<file path="config.mk">
export PLATFORM = sky130hd
export DESIGN_NAME = mce_mac
export DESIGN_NICKNAME = d
export VERILOG_FILES = /design/src/rtl/mce_pkg.sv /design/src/rtl/mce_mac.sv
export SDC_FILE = /design/constraint.sdc
export NUM_CORES = 2
export LEC_CHECK = 0
export BUFFER_PORTS_ARGS = -buffer_cell sky130_fd_sc_hd__buf_4
export CAP_MARGIN = 20
export CORE_MARGIN = 2
export CORE_UTILIZATION = 48
export CTS_CLUSTER_SIZE = 16
export DETAILED_ROUTE_END_ITERATION = 6
export GPL_TIMING_DRIVEN = 0
export PLACE_DENSITY = 0.61
export SLEW_MARGIN = 20
export SYNTH_ARGS = -nofsm -noshare
export SYNTH_HDL_FRONTEND = slang
export SYNTH_SLANG_ARGS = --single-unit
</file>
<file path="constraint.sdc">
create_clock -name clk -period 7.2 [get_ports clk]
set_input_delay 0.36 -clock clk [delete_from_list [all_inputs] [get_ports clk]]
set_output_delay 0.36 -clock clk [all_outputs]
set_load 0.02 [all_outputs]
</file>
<file path="src/rtl/mce_pkg.sv">
// shared constants for the multipath channel emulator
package mce_pkg;

  localparam int DEF_MAX_TAPS = 16;
  localparam int DEF_MAX_TX   = 4;
  localparam int DEF_MAX_RX   = 4;

  localparam int SAMP_W = 16;
  localparam int ACC_W  = 48;
  localparam int CFG_W  = 16;
  localparam int CFG_AW = 3;
  localparam int CNT_W  = 7;

  localparam logic [CFG_AW-1:0] REG_TAP_COUNT = 3'd0;
  localparam logic [CFG_AW-1:0] REG_TX_COUNT  = 3'd1;
  localparam logic [CFG_AW-1:0] REG_RX_COUNT  = 3'd2;
  localparam logic [CFG_AW-1:0] REG_RX_ANT    = 3'd3;
  localparam logic [CFG_AW-1:0] REG_GAIN      = 3'd4;
  localparam logic [CFG_AW-1:0] REG_NSCALE    = 3'd5;

  localparam logic CMD_SAMPLE = 1'b0;
  localparam logic CMD_TAP    = 1'b1;

endpackage

</file>
<file path="src/rtl/mce_mac.sv">
// complex multiply-accumulate unit, one tap per cycle
module mce_mac (
  input  logic                                clk,
  input  logic                                rst_n,
  input  logic                                en,
  input  logic                                clr,
  input  logic signed [mce_pkg::SAMP_W-1:0]   xr,
  input  logic signed [mce_pkg::SAMP_W-1:0]   xi,
  input  logic signed [mce_pkg::SAMP_W-1:0]   hr,
  input  logic signed [mce_pkg::SAMP_W-1:0]   hi,
  output logic                                busy,
  output logic signed [mce_pkg::ACC_W-1:0]    sum_re,
  output logic signed [mce_pkg::ACC_W-1:0]    sum_im
);

  logic signed [2*mce_pkg::SAMP_W-1:0] p_rr_r, p_ii_r, p_ir_r, p_ri_r;
  logic                                p_v_r;
  logic signed [mce_pkg::ACC_W-1:0]    sum_re_r, sum_im_r;

  // product stage
  always_ff @(posedge clk) begin
    if (!rst_n) begin
      p_v_r <= 1'b0;
    end else begin
      p_v_r <= en;
    end
    p_rr_r <= xr * hr;
    p_ii_r <= xi * hi;
    p_ir_r <= xi * hr;
    p_ri_r <= xr * hi;
  end

  // accumulate stage
  always_ff @(posedge clk) begin
    if (!rst_n || clr) begin
      sum_re_r <= '0;
      sum_im_r <= '0;
    end else if (p_v_r) begin
      sum_re_r <= sum_re_r + mce_pkg::ACC_W'(p_rr_r) - mce_pkg::ACC_W'(p_ii_r);
      sum_im_r <= sum_im_r + mce_pkg::ACC_W'(p_ir_r) + mce_pkg::ACC_W'(p_ri_r);
    end
  end

  assign busy   = p_v_r;
  assign sum_re = sum_re_r;
  assign sum_im = sum_im_r;

endmodule

</file>
-- Word level (Yosys, flattened, before mapping)
Cells that the tools add are included.
- multiply operators: 4
- add/sub/neg operators: 4
- reduce and logical (&&, ||, !) cells: 2
- operators by type and width (cell ; number):
    $add A48 B32 Y48 ; 3
    $mul A16 B16 Y32 ; 4
    $sub A48 B32 Y48 ; 1
    $logic_not A1 Y1 ; 1
    $logic_or A1 B1 Y1 ; 1
- output and inout bits: 97
- word-level logic and storage cells: 17
- register bits: 225
- bits of input ports: 68

-- Logic depth before layout (Yosys ltp)
- word-level depth: 2
- mapped depth: 25
- gate-level depth less buffers: 23

-- Worst setup path before layout
OpenSTA, ideal clock, no wires.
- path kind: input port to flip-flop
- start point: in xi[15] (netlist bit)
- end point: reg p_ir_r[31] (netlist bit)
- cell stages on the path: 22
- data required time: 7.128 ns
- library setup time: 0.072 ns
- path buffers: 1
- data arrival time: 6.116 ns
- setup slack: 1.011 ns
- path through: clkbuf_1 nand2_1 inv_1 fa_1 fa_1 fa_1 fa_1 fa_1 inv_1 fa_1 inv_1 ha_1 and2_1 and4_1 and3_1 and3_1 o211ai_1 a31oi_1 o31a_1 o21a_1 nor2_1 xnor2_1
- cells in the longest elaborated chain, start to end: 1
- RTL lines (element ; line ; text):
    from (decl) ; mce_mac.sv:8 ; input logic signed [mce_pkg::SAMP_W-1:0] xi,
    $mul A16 B16 Y32 ; mce_mac.sv:29 ; p_ir_r <= xi * hr;
    to (signal assigned) ; mce_mac.sv:29 ;
    to (decl) ; mce_mac.sv:16 ; logic signed [2*mce_pkg::SAMP_W-1:0] p_rr_r, p_ii_r, p_ir_r, p_ri_r;
No other way between the ends.
A chain may end at the register's enable or synchronous reset.

-- Worst setup path in the final report
- start point: in xi[8] (netlist bit)
- end point: reg p_ir_r[28] (netlist bit)
Same word-level chain as after synthesis.

==> results.ini <==
[grt]
grt_remaining_overflow=0
grt_first_pass_wirelength_um=257000
grt.busiest_layer=met2
groute.layer.met2.usage=0.464
global_route.usage.met3=0.0866
track_usage=0.311
grtUsageMet1=0.424
grt_antenna_before_repair=24
grt_max_degree=18
first_global_vias=40811

[logic_synthesis]
synth_sequential_area_ratio=0.0855
postSynthCellCount=5800
synth_enable_flop_cells=0
synth.area.top_cells=sky130_fd_sc_hd__fa_1, sky130_fd_sc_hd__ha_1, sky130_fd_sc_hd__inv_1
ys_seq_elements=225
yosysWarnings=0
netlist.top_cell.by_area=sky130_fd_sc_hd__fa_1
yosys.cell_count.top_type=sky130_fd_sc_hd__inv_1
ys_types=87
synth_area_um2=52700
synth.cells.most_frequent=sky130_fd_sc_hd__inv_1, sky130_fd_sc_hd__fa_1, sky130_fd_sc_hd__nand2_1
commonest_register_cell_after_synthesis=sky130_fd_sc_hd__dfxtp_1
synth_area_per_cell_um2=9.08
synth_top_area_share=0.434
synthArstFlopShare=0
synth.net_count=7433

[drt]
drc=0
route.detailed.vias_per_inst=5.40
detail_route.first_pass.iterations=5
first_iter_violations=3338
ant_nets=0
avg_wl_per_cell_um=22.9
vias=40230
postRouteWirelength_um=170000

[timing]
setup_ws_ps=-33.4
period_share=1.00
final-hold-violation-count=0
timing.max_slew.rel_slack=0.0912
tightest_slew_ps=1360
timing.final.max_slew_violations=0
setup_violations=1
post-route-min-period_ps=7230
clock_skew_ps=33.8
grt_setup_unrepaired=yes
fmaxAchievable_mhz=138

[floorplanning]
die_y_um=335
pin_count=165
floorplan.die_area_um2=112000
core_um2=109000
rows=121
dieWidth_um=335
initial_utilization=0.484

[run_status]
violations_in_the_final_reports=setup timing
status=finished with violations

[cts]
cts-buffers-inserted=31
cts_max_level=1
post_cts_buffers=0
clock-sinks=225
clk_root_buffer_cell=sky130_fd_sc_hd__clkbuf_16
cts.path.max_buffers=3
worst_setup_hold_path_clk_slew_ps=60
tritoncts=done
clk_latency_ps=630

[final_layout]
nets_final=7627
area.sequential_um2=4510
multiInputGateArea_um2=42300
syn2layout_area_growth_pct=8.22
drive_gt1_frac=0.0489
fillerInstances=10373
postLayoutCellArea_um2=57000

[critical_path]
category_of_the_most_critical_setup_path=primary input to flop
cp.required_ps=7600
arrival_ps=7640
cp_max_fo=10
cp-start-kind=primary input
critical_path.endpoint_type=flop
rr_worst_depth=16
ff2ff_setup_slack_ps=2680

[placed_design]
place_area_um2=55700
place_hpwl_um=141000
buffer_ports.inserted=164
gpl.final_weighted_congestion=1.02

[worst_hold_path]
whs_path_depth=3
hold_class=primary input to flop

[flow_run]
max-cap-violations=0

## what timing repair did
action	CTS	global route
gates cloned	0	0
hold buffers	3	0
setup endpoints to repair	4	8
resized for setup	10	38
hold endpoints to repair	2	0
## logic make-up after synthesis
group	Yosys count	share of synthesized area
simple gates	1553	0.145
mux	54	0.0103
xor+xnor	214	0.0356
flops	225	0.0855
buf+inv	1601	0.114
fa+ha+maj	1565	0.535
compound gates	588	0.0747
## worst max-delay path, cell delays in order
cell and delay, ps:
sky130_fd_sc_hd__buf_4 120, sky130_fd_sc_hd__clkbuf_1 990, sky130_fd_sc_hd__and2_1 290, sky130_fd_sc_hd__fa_1 390, sky130_fd_sc_hd__inv_1 80, sky130_fd_sc_hd__fa_1 440
sky130_fd_sc_hd__fa_1 520, sky130_fd_sc_hd__inv_1 60, sky130_fd_sc_hd__fa_1 490, sky130_fd_sc_hd__fa_1 490, sky130_fd_sc_hd__inv_1 50, sky130_fd_sc_hd__fa_1 470
sky130_fd_sc_hd__inv_1 40, sky130_fd_sc_hd__ha_1 320, sky130_fd_sc_hd__nand2_1 110, sky130_fd_sc_hd__o31a_1 390, sky130_fd_sc_hd__o211ai_1 490, sky130_fd_sc_hd__a41o_1 410
sky130_fd_sc_hd__nand2_1 80, sky130_fd_sc_hd__nand2_1 70, sky130_fd_sc_hd__a21oi_1 70, sky130_fd_sc_hd__xnor2_1 890
## cell usage in the layout, fill, tap and decap left out, types with 12 or more instances in the layout
| cell type | n |
|---|---|
| sky130_fd_sc_hd__inv_1 | 1358 |
| sky130_fd_sc_hd__fa_1 | 1142 |
| sky130_fd_sc_hd__nand2_1 | 582 |
| sky130_fd_sc_hd__and2_1 | 504 |
| sky130_fd_sc_hd__ha_1 | 421 |
| sky130_fd_sc_hd__nor2_1 | 225 |
| sky130_fd_sc_hd__dfxtp_1 | 224 |
| sky130_fd_sc_hd__clkbuf_1 | 202 |
| sky130_fd_sc_hd__a21oi_1 | 173 |
| sky130_fd_sc_hd__buf_4 | 164 |
| sky130_fd_sc_hd__xnor2_1 | 162 |
| sky130_fd_sc_hd__a21o_1 | 96 |
| sky130_fd_sc_hd__o21ai_0 | 58 |
| sky130_fd_sc_hd__nand3_1 | 56 |
| sky130_fd_sc_hd__mux2i_1 | 53 |
| sky130_fd_sc_hd__xor2_1 | 45 |
| sky130_fd_sc_hd__nor3_1 | 41 |
| sky130_fd_sc_hd__o21bai_1 | 37 |
| sky130_fd_sc_hd__o21ai_1 | 36 |
| sky130_fd_sc_hd__nand2b_1 | 32 |
| sky130_fd_sc_hd__clkbuf_16 | 31 |
| sky130_fd_sc_hd__nor2b_1 | 28 |
| sky130_fd_sc_hd__a211oi_1 | 27 |
| sky130_fd_sc_hd__clkbuf_2 | 24 |
| sky130_fd_sc_hd__nand4_1 | 22 |
| sky130_fd_sc_hd__o21a_1 | 21 |
| sky130_fd_sc_hd__and3_1 | 21 |
| sky130_fd_sc_hd__a31oi_1 | 21 |
| sky130_fd_sc_hd__diode_2 | 15 |
| sky130_fd_sc_hd__o211ai_1 | 12 |
## final timing paths
check,start,end
max reg2reg,sum_im[0]$_SDFFE_PP0P_,sum_im[45]$_SDFFE_PP0P_
min,xi[1],p_ii_r[1]$_DFF_P_
min reg2reg,sum_im[40]$_SDFFE_PP0P_,sum_im[40]$_SDFFE_PP0P_
max,xi[8],p_ir_r[28]$_DFF_P_
## metal layers
layer | wire, um | vias up
li1 | - | 17830
met1 | 70100 | 20418
met2 | 74300 | 1674
met3 | 17700 | 298
met4 | 8280 | 10
met5 | 67 | -
## layout make-up
cell class / count / area share
multi-input cells: 3974 / 0.741
clock inverters: 22 / 0.00577
plain buffers: 234 / 0.0162
repair buffers: 168 / 0.0224
clock buffers: 35 / 0.0140
flip-flops and latches: 225 / 0.0790
inverters: 1360 / 0.0896
well taps: 1414 / 0.0310
diodes: 15 / 0.000659
## per-stage QoR
stage / TNS (ps) / hold slack (ps) / utilization / setup slack, ps / cells
4_1_cts: 0 / 141 / 0.523 / 0.412 / 7435
3_3_place_gp: -9710 / 476 / 0.511 / -1300 / 7378
5_1_grt: -62.2 / 186 / 0.523 / -46.1 / 7435
6_report: -33.4 / 181 / 0.524 / -33.4 / 7447
3_5_place_dp: -9780 / 482 / 0.512 / -1380 / 7379
2_1_floorplan: 0 / 482 / - / 1010 / 5800
## flip-flops by register name (all words and copies together) (netlist names)
| name | flops |
|---|---|
| p_ii_r | 32 |
| sum_re | 48 |
| busy | 1 |
| p_ir_r | 32 |
| sum_im | 48 |
| p_rr_r | 32 |
| p_ri_r | 32 |
Power is left out: the tool's default activity adds up to more than one toggle a clock period on the data nets, which glitch-free logic cannot reach.
