**src/rtl/mce_pkg.sv**
```systemverilog
// shared constants for the multipath channel emulator
package mce_pkg;

  localparam int DEF_MAX_TAPS = 16;
  localparam int DEF_MAX_TX   = 4;
  localparam int DEF_MAX_RX   = 4;

  localparam int SAMP_W = 16;
  localparam int ACC_W  = 48;
  localparam int CFG_W  = 16;
  localparam int CFG_AW = 3;
  localparam int CNT_W  = 7;

  localparam logic [CFG_AW-1:0] REG_TAP_COUNT = 3'd0;
  localparam logic [CFG_AW-1:0] REG_TX_COUNT  = 3'd1;
  localparam logic [CFG_AW-1:0] REG_RX_COUNT  = 3'd2;
  localparam logic [CFG_AW-1:0] REG_RX_ANT    = 3'd3;
  localparam logic [CFG_AW-1:0] REG_GAIN      = 3'd4;
  localparam logic [CFG_AW-1:0] REG_NSCALE    = 3'd5;

  localparam logic CMD_SAMPLE = 1'b0;
  localparam logic CMD_TAP    = 1'b1;

endpackage

```
**src/rtl/mce_fin.sv**
```systemverilog
// gain, noise, rounding, prior addition and saturation for one part, on one shared multiplier
module mce_fin (
  input  logic                               clk,
  input  logic                               rst_n,
  input  logic                               start,
  input  logic signed [mce_pkg::ACC_W-1:0]   acc,
  input  logic signed [mce_pkg::SAMP_W-1:0]  noise,
  input  logic signed [mce_pkg::SAMP_W-1:0]  prior,
  input  logic [mce_pkg::CFG_W-1:0]          gain,
  input  logic [mce_pkg::CFG_W-1:0]          scale,
  output logic                               done,
  output logic signed [mce_pkg::SAMP_W-1:0]  res,
  output logic                               clip
);

  localparam int MW = 25;
  localparam int PW = MW + mce_pkg::CFG_W + 1;
  localparam int VW = 66;
  localparam int RW = 42;
  localparam int TW = 43;

  typedef enum logic [6:0] {
    P_IDLE = 7'b0000001,
    P_LO   = 7'b0000010,
    P_HI   = 7'b0000100,
    P_NZ   = 7'b0001000,
    P_ADD  = 7'b0010000,
    P_RND  = 7'b0100000,
    P_SAT  = 7'b1000000
  } ph_t;

  ph_t                   ph_r, ph_nxt;
  logic signed [MW-1:0]  ma;
  logic signed [mce_pkg::CFG_W:0] mb;
  logic signed [PW-1:0]  prod_r;
  logic signed [VW-1:0]  v_r;
  logic        [VW-1:0]  mag;
  logic        [VW-1:0]  rsum;
  logic        [RW-1:0]  rmag;
  logic signed [RW-1:0]  rr_r;
  logic signed [TW-1:0]  t;
  logic signed [mce_pkg::SAMP_W-1:0] res_r;
  logic                  clip_r, done_r;

  // operand select for the shared multiplier
  always_comb begin
    case (ph_r)
      P_LO:    ma = $signed({1'b0, acc[23:0]});
      P_HI:    ma = $signed({acc[mce_pkg::ACC_W-1], acc[mce_pkg::ACC_W-1:24]});
      P_NZ:    ma = MW'(noise);
      default: ma = '0;
    endcase
    mb = (ph_r == P_NZ) ? $signed({1'b0, scale}) : $signed({1'b0, gain});
  end

  always_comb begin
    case (ph_r)
      P_IDLE:  ph_nxt = start ? P_LO : P_IDLE;
      P_LO:    ph_nxt = P_HI;
      P_HI:    ph_nxt = P_NZ;
      P_NZ:    ph_nxt = P_ADD;
      P_ADD:   ph_nxt = P_RND;
      P_RND:   ph_nxt = P_SAT;
      P_SAT:   ph_nxt = P_IDLE;
      default: ph_nxt = P_IDLE;
    endcase
  end

  // round half away from zero
  assign mag  = v_r[VW-1] ? VW'(-v_r) : VW'(v_r);
  assign rsum = mag + (VW'(1) << 26 - 1);
  assign rmag = RW'(rsum >> 26);
  assign t    = TW'(rr_r) + TW'(prior);

  always_ff @(posedge clk) begin
    if (!rst_n) begin
      ph_r   <= P_IDLE;
      done_r <= 1'b0;
    end else begin
      ph_r   <= ph_nxt;
      done_r <= (ph_r == P_SAT);
    end
    prod_r <= ma * mb;
    case (ph_r)
      P_LO:  v_r <= '0;
      P_HI:  v_r <= v_r + VW'(prod_r);
      P_NZ:  v_r <= v_r + (VW'(prod_r) <<< 24);
      P_ADD: v_r <= v_r + (VW'(prod_r) <<< 6);
      default: v_r <= v_r;
    endcase
    if (ph_r == P_RND) begin
      rr_r <= v_r[VW-1] ? -$signed(rmag) : $signed(rmag);
    end
    if (ph_r == P_SAT) begin
      if (t > TW'(32767)) begin
        res_r  <= 16'sh7fff;
        clip_r <= 1'b1;
      end else if (t < -TW'(32768)) begin
        res_r  <= -16'sh8000;
        clip_r <= 1'b1;
      end else begin
        res_r  <= mce_pkg::SAMP_W'(t);
        clip_r <= 1'b0;
      end
    end
  end

  assign done = done_r;
  assign res  = res_r;
  assign clip = clip_r;

endmodule

```
**config.mk**
```make
export PLATFORM = sky130hd
export DESIGN_NAME = mce_fin
export DESIGN_NICKNAME = d
export VERILOG_FILES = /design/src/rtl/mce_pkg.sv /design/src/rtl/mce_fin.sv
export SDC_FILE = /design/constraint.sdc
export NUM_CORES = 2
export LEC_CHECK = 0
export ABC_CLOCK_PERIOD_IN_PS = 10600
export BUFFER_PORTS_ARGS = -buffer_cell sky130_fd_sc_hd__buf_2
export CAP_MARGIN = 20
export CORE_MARGIN = 10
export CORE_UTILIZATION = 30
export DETAILED_ROUTE_END_ITERATION = 12
export RECOVER_POWER = 100
export SLEW_MARGIN = 20
export SYNTH_ARGS = -nofsm -noshare
export SYNTH_HDL_FRONTEND = slang
export SYNTH_SLANG_ARGS = --single-unit
```
**constraint.sdc**
```tcl
create_clock -name clk -period 10.6 [get_ports clk]
set_clock_uncertainty 0.1 [all_clocks]
set_input_delay 1.59 -clock clk [delete_from_list [all_inputs] [get_ports clk]]
set_output_delay 1.59 -clock clk [all_outputs]
set_load 0.05 [all_outputs]
```
# Word-level counts from Yosys, hierarchy flattened
# Cells that the tools add are included.
# word_totals
output_inout_bits,18
in_bits,115
ff_bits,175
wordCells,35
# op_classes
reduce_logical,1
n_mux,9
n_lt_le_gt_ge,2
n_eq_ne,7
addsub,7
n_mul,1
# ops
cell,count
66-bit one-hot mux with 4 select lines,1
25-bit one-hot mux with 3 select lines,1
66-bit by 26-bit adder with 66-bit output (second input constant),1
66-bit by 42-bit adder with 66-bit output,1
66-bit by 48-bit adder with 66-bit output,1
66-bit adder,1
66-bit 2-to-1 mux,1
66-bit negation,1
42-bit by 16-bit adder with 43-bit output,1
43-bit by 16-bit > comparator with 1-bit output (second input constant),1
43-bit by 16-bit < comparator with 1-bit output (second input constant),1
25-bit by 17-bit multiplier with 42-bit output,1
40-bit negation with 42-bit output,1
7-bit one-hot mux with 6 select lines,1
40-bit 2-to-1 mux,1
16-bit 2-to-1 mux,2
7-bit by 1-bit equality test with 1-bit output (second input constant),1
7-bit by 2-bit equality test with 1-bit output (second input constant),1
7-bit by 3-bit equality test with 1-bit output (second input constant),1
7-bit by 4-bit equality test with 1-bit output (second input constant),1
7-bit by 5-bit equality test with 1-bit output (second input constant),1
7-bit by 6-bit equality test with 1-bit output (second input constant),1
7-bit equality test (second input constant),1
4-bit nonzero test,1
other kinds (2),2

# Depth between registers and ports, before layout
# depth
depth_word,5
mapped_depth,35
depth_no_buf,31

# Least setup slack after synthesis
# Ideal clock, no wire load.
# synth_timing
kind,input-to-reg
startpoint,input port gain[7] (netlist name)
endpoint,register prod_r[38]
slack_ps,1958
stages,27
arrival_ps,8469
t_required_ps,10428
setup_time_ps,72
path_buffers,1
path_cell_list,mux2i_1 clkbuf_1 nor2_1 fa_1 inv_1 fa_1 fa_1 inv_1 fa_1 fa_1 inv_1 fa_1 inv_1 ha_1 and3_1 and2_1 a221o_1 or3_1 o211ai_1 a31oi_1 o21ai_0 o2111ai_1 a31o_2 a21oi_1 a21oi_1 a211oi_1 xnor2_1
# synth_between
elab_chain_len,2
# synth_lines
item,line_no,source
start: declaration,mce_fin.sv:9,"input logic [mce_pkg::CFG_W-1:0] gain,"
16-bit 2-to-1 mux,mce_fin.sv:53,"mb = (ph_r == P_NZ) ? $signed({1'b0, scale}) : $signed({1'b0, gain});"
25-bit by 17-bit multiplier with 42-bit output,mce_fin.sv:83,prod_r <= ma * mb;
end signal: assignment,mce_fin.sv:83,
end: declaration,mce_fin.sv:35,logic signed [PW-1:0] prod_r;
# No other way between the ends.
# A chain may end at the register's enable or synchronous reset.

# Final worst setup path
# layout_timing
startpoint,register ph_r[0]
endpoint,register prod_r[38]
# layout_between
elab_chain_len,3
elab_cells_between_ends,6
classes_between,mul: 1; eq/ne: 3; mux: 2
# layout_lines
item,line_no,source
start: declaration,mce_fin.sv:32,"ph_t ph_r, ph_nxt;"
start signal: assignment,mce_fin.sv:80,ph_r <= ph_nxt;
7-bit by 4-bit equality test with 1-bit output (tied with other cells),"mce_fin.sv:47, mce_fin.sv:53",
25-bit one-hot mux with 3 select lines or 16-bit 2-to-1 mux (tied branches),"mce_fin.sv:47, mce_fin.sv:53",
25-bit by 17-bit multiplier with 42-bit output (*),mce_fin.sv:83,
# Mark *: on every way between the ends. The rest lies on a longest branch, timed or not.

==> metrics <==
# setup viols final=0; switching part of the total=39.3%; Placer Congestion=0.932; Synthesis Warnings=0; Site Rows=124; Peak VDD IR=0.0777 mV; Wirelength per Cell=18.3 um; vias per cell=5.22; Post-route DRC=0; CTS tree=built; Slew HR=-103%; RSZ-0062 raised after global routing=false; Seq/Total Area, Yosys=13.8%; Clk network pwr share=28.9%; Arrival @ worst endpoint=9.97 ns; postcts setup bufs=0; Routed Antenna Nets=0; total CTS buffers=17; critical path fanouts, max=31; fin crit period=9.63 ns; syn nets=4956; synthesized area=34500 um2; TritonCTS Sinks=175; part of the power in registers=34.3%; I/O pins=133; largest net degree at the start of global routing=65; critical path's slowest cell=nor3b_1; post-DP HPWL=85.5 mm; Syn Inst Count=4152; Clock Latency Late Sink=0.52 ns; Primary FF master, synth=edfxtp_1; worst min-delay path class=reg -> reg; Starting Density=30.2%; Port Buffers=132; failing checks=max-capacitance violations, max-slew violations; MaxCap Viol Count=4; area leader, netlist=fa_1; # hold bufs at CTS=0; initial antenna violation count=1; Layout Area Growth over Synthesis=8.16%; Yosys reg bits=175; Comb pwr share=36.8%; GRT overflow=0; CTS max path bufs=2; Slew Viols, Final=164; Clk Tree Root Cell=clkbuf_16; Initial DRT Pass Iterations=6; Int Power=0.00142 W; Routed Wire Length=104 mm; endpoint class of the critical path=flip-flop; utilization after layout=32.7%; outcome=finished, violations left; CP most frequent cell=fa_1; fraction of registers with async set/reset=0%; Chip Width=359 um; P_sw=0.000923 W; die area=129000 um2; clock slew at reported path FFs=0.08 ns; ant diodes=0; fin crit share=90.8%; top cells by area, synth=fa_1, edfxtp_1, ha_1; post-CTS sizing=0; nets@finish=4979; Worst path max stage delay=0.81 ns; Synth cell types=89; GRT Util Overall=15.7%; Worst Max-Slew Pin Slew=3.04 ns; Synth Area per Inst=8.31 um2; layout cells sized above 1=5.52%; global-route wire length before repair=166 mm; Die Height=359 um; critical path type=reg -> reg; drt initial violations=2261; pwr/cell area=62.9 nW/um2; CP required=10.94 ns; # H-tree levels=4; CP Launch Type=flip-flop; Pleak=17.2 nW; Core ar.=114000 um2; EDFF count, synth=125; vias post-DR=29800; Fin. Hold Viols=0; Synth top area share=22.9%; Max Freq=104 MHz; vias in the first global route=29800; setup TNS=0 ns
==> cells in the final DEF, fill, tap and decap left out, types with 34 or more instances in the layout <==
master	netlist	final
o21ai_0	182	182
edfxtp_1	125	125
a21oi_1	226	226
a21o_1	172	172
xnor2_1	207	207
nor2_1	334	333
fa_1	395	395
inv_1	523	523
nand3_1	78	76
nor4_1	36	36
ha_1	294	294
and2_1	51	43
nand2_1	464	464
nand4_1	38	38
buf_2	2	112
dfxtp_1	50	50
nor3_1	63	63
xor2_1	103	103
nand2b_1	43	43
buf_4	0	34
==> worst paths after layout <==
check                                         from            endpoint  slack, ns  cells past startpoint
worst min-delay path            ph_r[0]$_SDFF_PN1_  ph_r[1]$_SDFF_PN0_       0.46                      2
worst max-delay path            ph_r[0]$_SDFF_PN1_  prod_r[38]$_DFF_P_       0.97                     30
worst min register to register  ph_r[0]$_SDFF_PN1_  ph_r[1]$_SDFF_PN0_       0.46                      2
worst max register to register  ph_r[0]$_SDFF_PN1_  prod_r[38]$_DFF_P_       0.97                     30
==> stage by stage <==
| step | power, W | hold WS [ns] | std cells | setup slack (ns) | instance area (um2) |
|---|---|---|---|---|---|
| 2_1_floorplan | 0.00142 | 0.389 | 4152 | 1.96 | 34500 |
| 3_3_place_gp | 0.00166 | 0.430 | 5668 | 1.20 | 36800 |
| 3_5_place_dp | 0.00167 | 0.436 | 5668 | 1.12 | 36800 |
| 4_1_cts | 0.00235 | 0.456 | 5700 | 1.11 | 37400 |
| 5_1_grt | 0.00248 | 0.494 | 5700 | 0.384 | 37300 |
| 6_report | 0.00235 | 0.457 | 5700 | 0.974 | 37300 |
==> routing by layer <==
layer  GRT usage, %  vias to the layer above  share of wire (%)
met1           22.4                    14300                 47
li1               -                    14300                  -
met5              0                        -              0.012
met4           4.17                        2                2.3
met2           24.5                     1035                 43
met3           2.49                      117                7.2
==> area by class of cell <==
class / instances / area, um2
fill: 12100 / 76900
multi-input combinational: 3283 / 27100
sequential: 175 / 4750
inverter: 523 / 1960
tap: 1512 / 1890
timing repair buffer: 175 / 925
clock buffer: 17 / 425
clock inverter: 15 / 206
==> flip-flops by register name, summed over array words and instances (netlist names) <==
name,cells
rr_r,42
done,1
ph_r,7
res,16
clip,1
v_r,66
prod_r,42
==> power groups by stage <==
| stage | clock network [W] | registers (W) | logic, W |
|---|---|---|---|
| finish | 0.000678 | 0.000805 | 0.000864 |
| global route | 0.000718 | 0.000803 | 0.000960 |
| detailed placement | 0 | 0.000817 | 0.000848 |
| floorplan | 0 | 0.000781 | 0.000643 |
| global placement | 0 | 0.000818 | 0.000846 |
| CTS | 0.000694 | 0.000801 | 0.000854 |
==> worst max-delay path: cells and delay by family, from the launching register on <==
kind | cells | cell delay [ns]
compound gates | 10 | 2.31
xor+xnor | 1 | 0.14
fa+ha+maj | 7 | 3.45
buf+inv | 4 | 0.63
flops | 1 | 0.34
simple gates | 8 | 2.55
==> cell families after synthesis <==
kind of cell / Yosys count / share of synthesized area, %
adders and majority gates: 689 / 33.6
buffers and inverters: 694 / 7.61
DFF: 175 / 13.8
xor gates and xnor gates: 310 / 7.87
AOI/OAI and AO/OA: 979 / 19.0
and+or+nand+nor: 1277 / 17.4
muxes: 28 / 0.823
==> synthesized netlist by cell type, drive strengths merged (11+ instances only) <==
master	count
nand2	464
nor4	36
o21bai	32
o31ai	32
edfxtp	125
o221ai	11
and3	29
o21a	31
nor3b	13
fa	395
or4	16
nand3	78
a31oi	29
a211oi	19
a211o	12
o211ai	15
xnor2	207
xor2	103
inv	523
o41ai	11
a21oi	226
and2	54
a221o	15
nand2b	43
ha	294
a21o	172
nand4	39
clkbuf	160
mux2i	25
nor2b	21
a221oi	25
or2	18
nor2	334
o21ai	187
buf	11
nor3	64
dfxtp	50
or3	29
a22oi	32
o22ai	32
(Power assumes the default switching activity.)
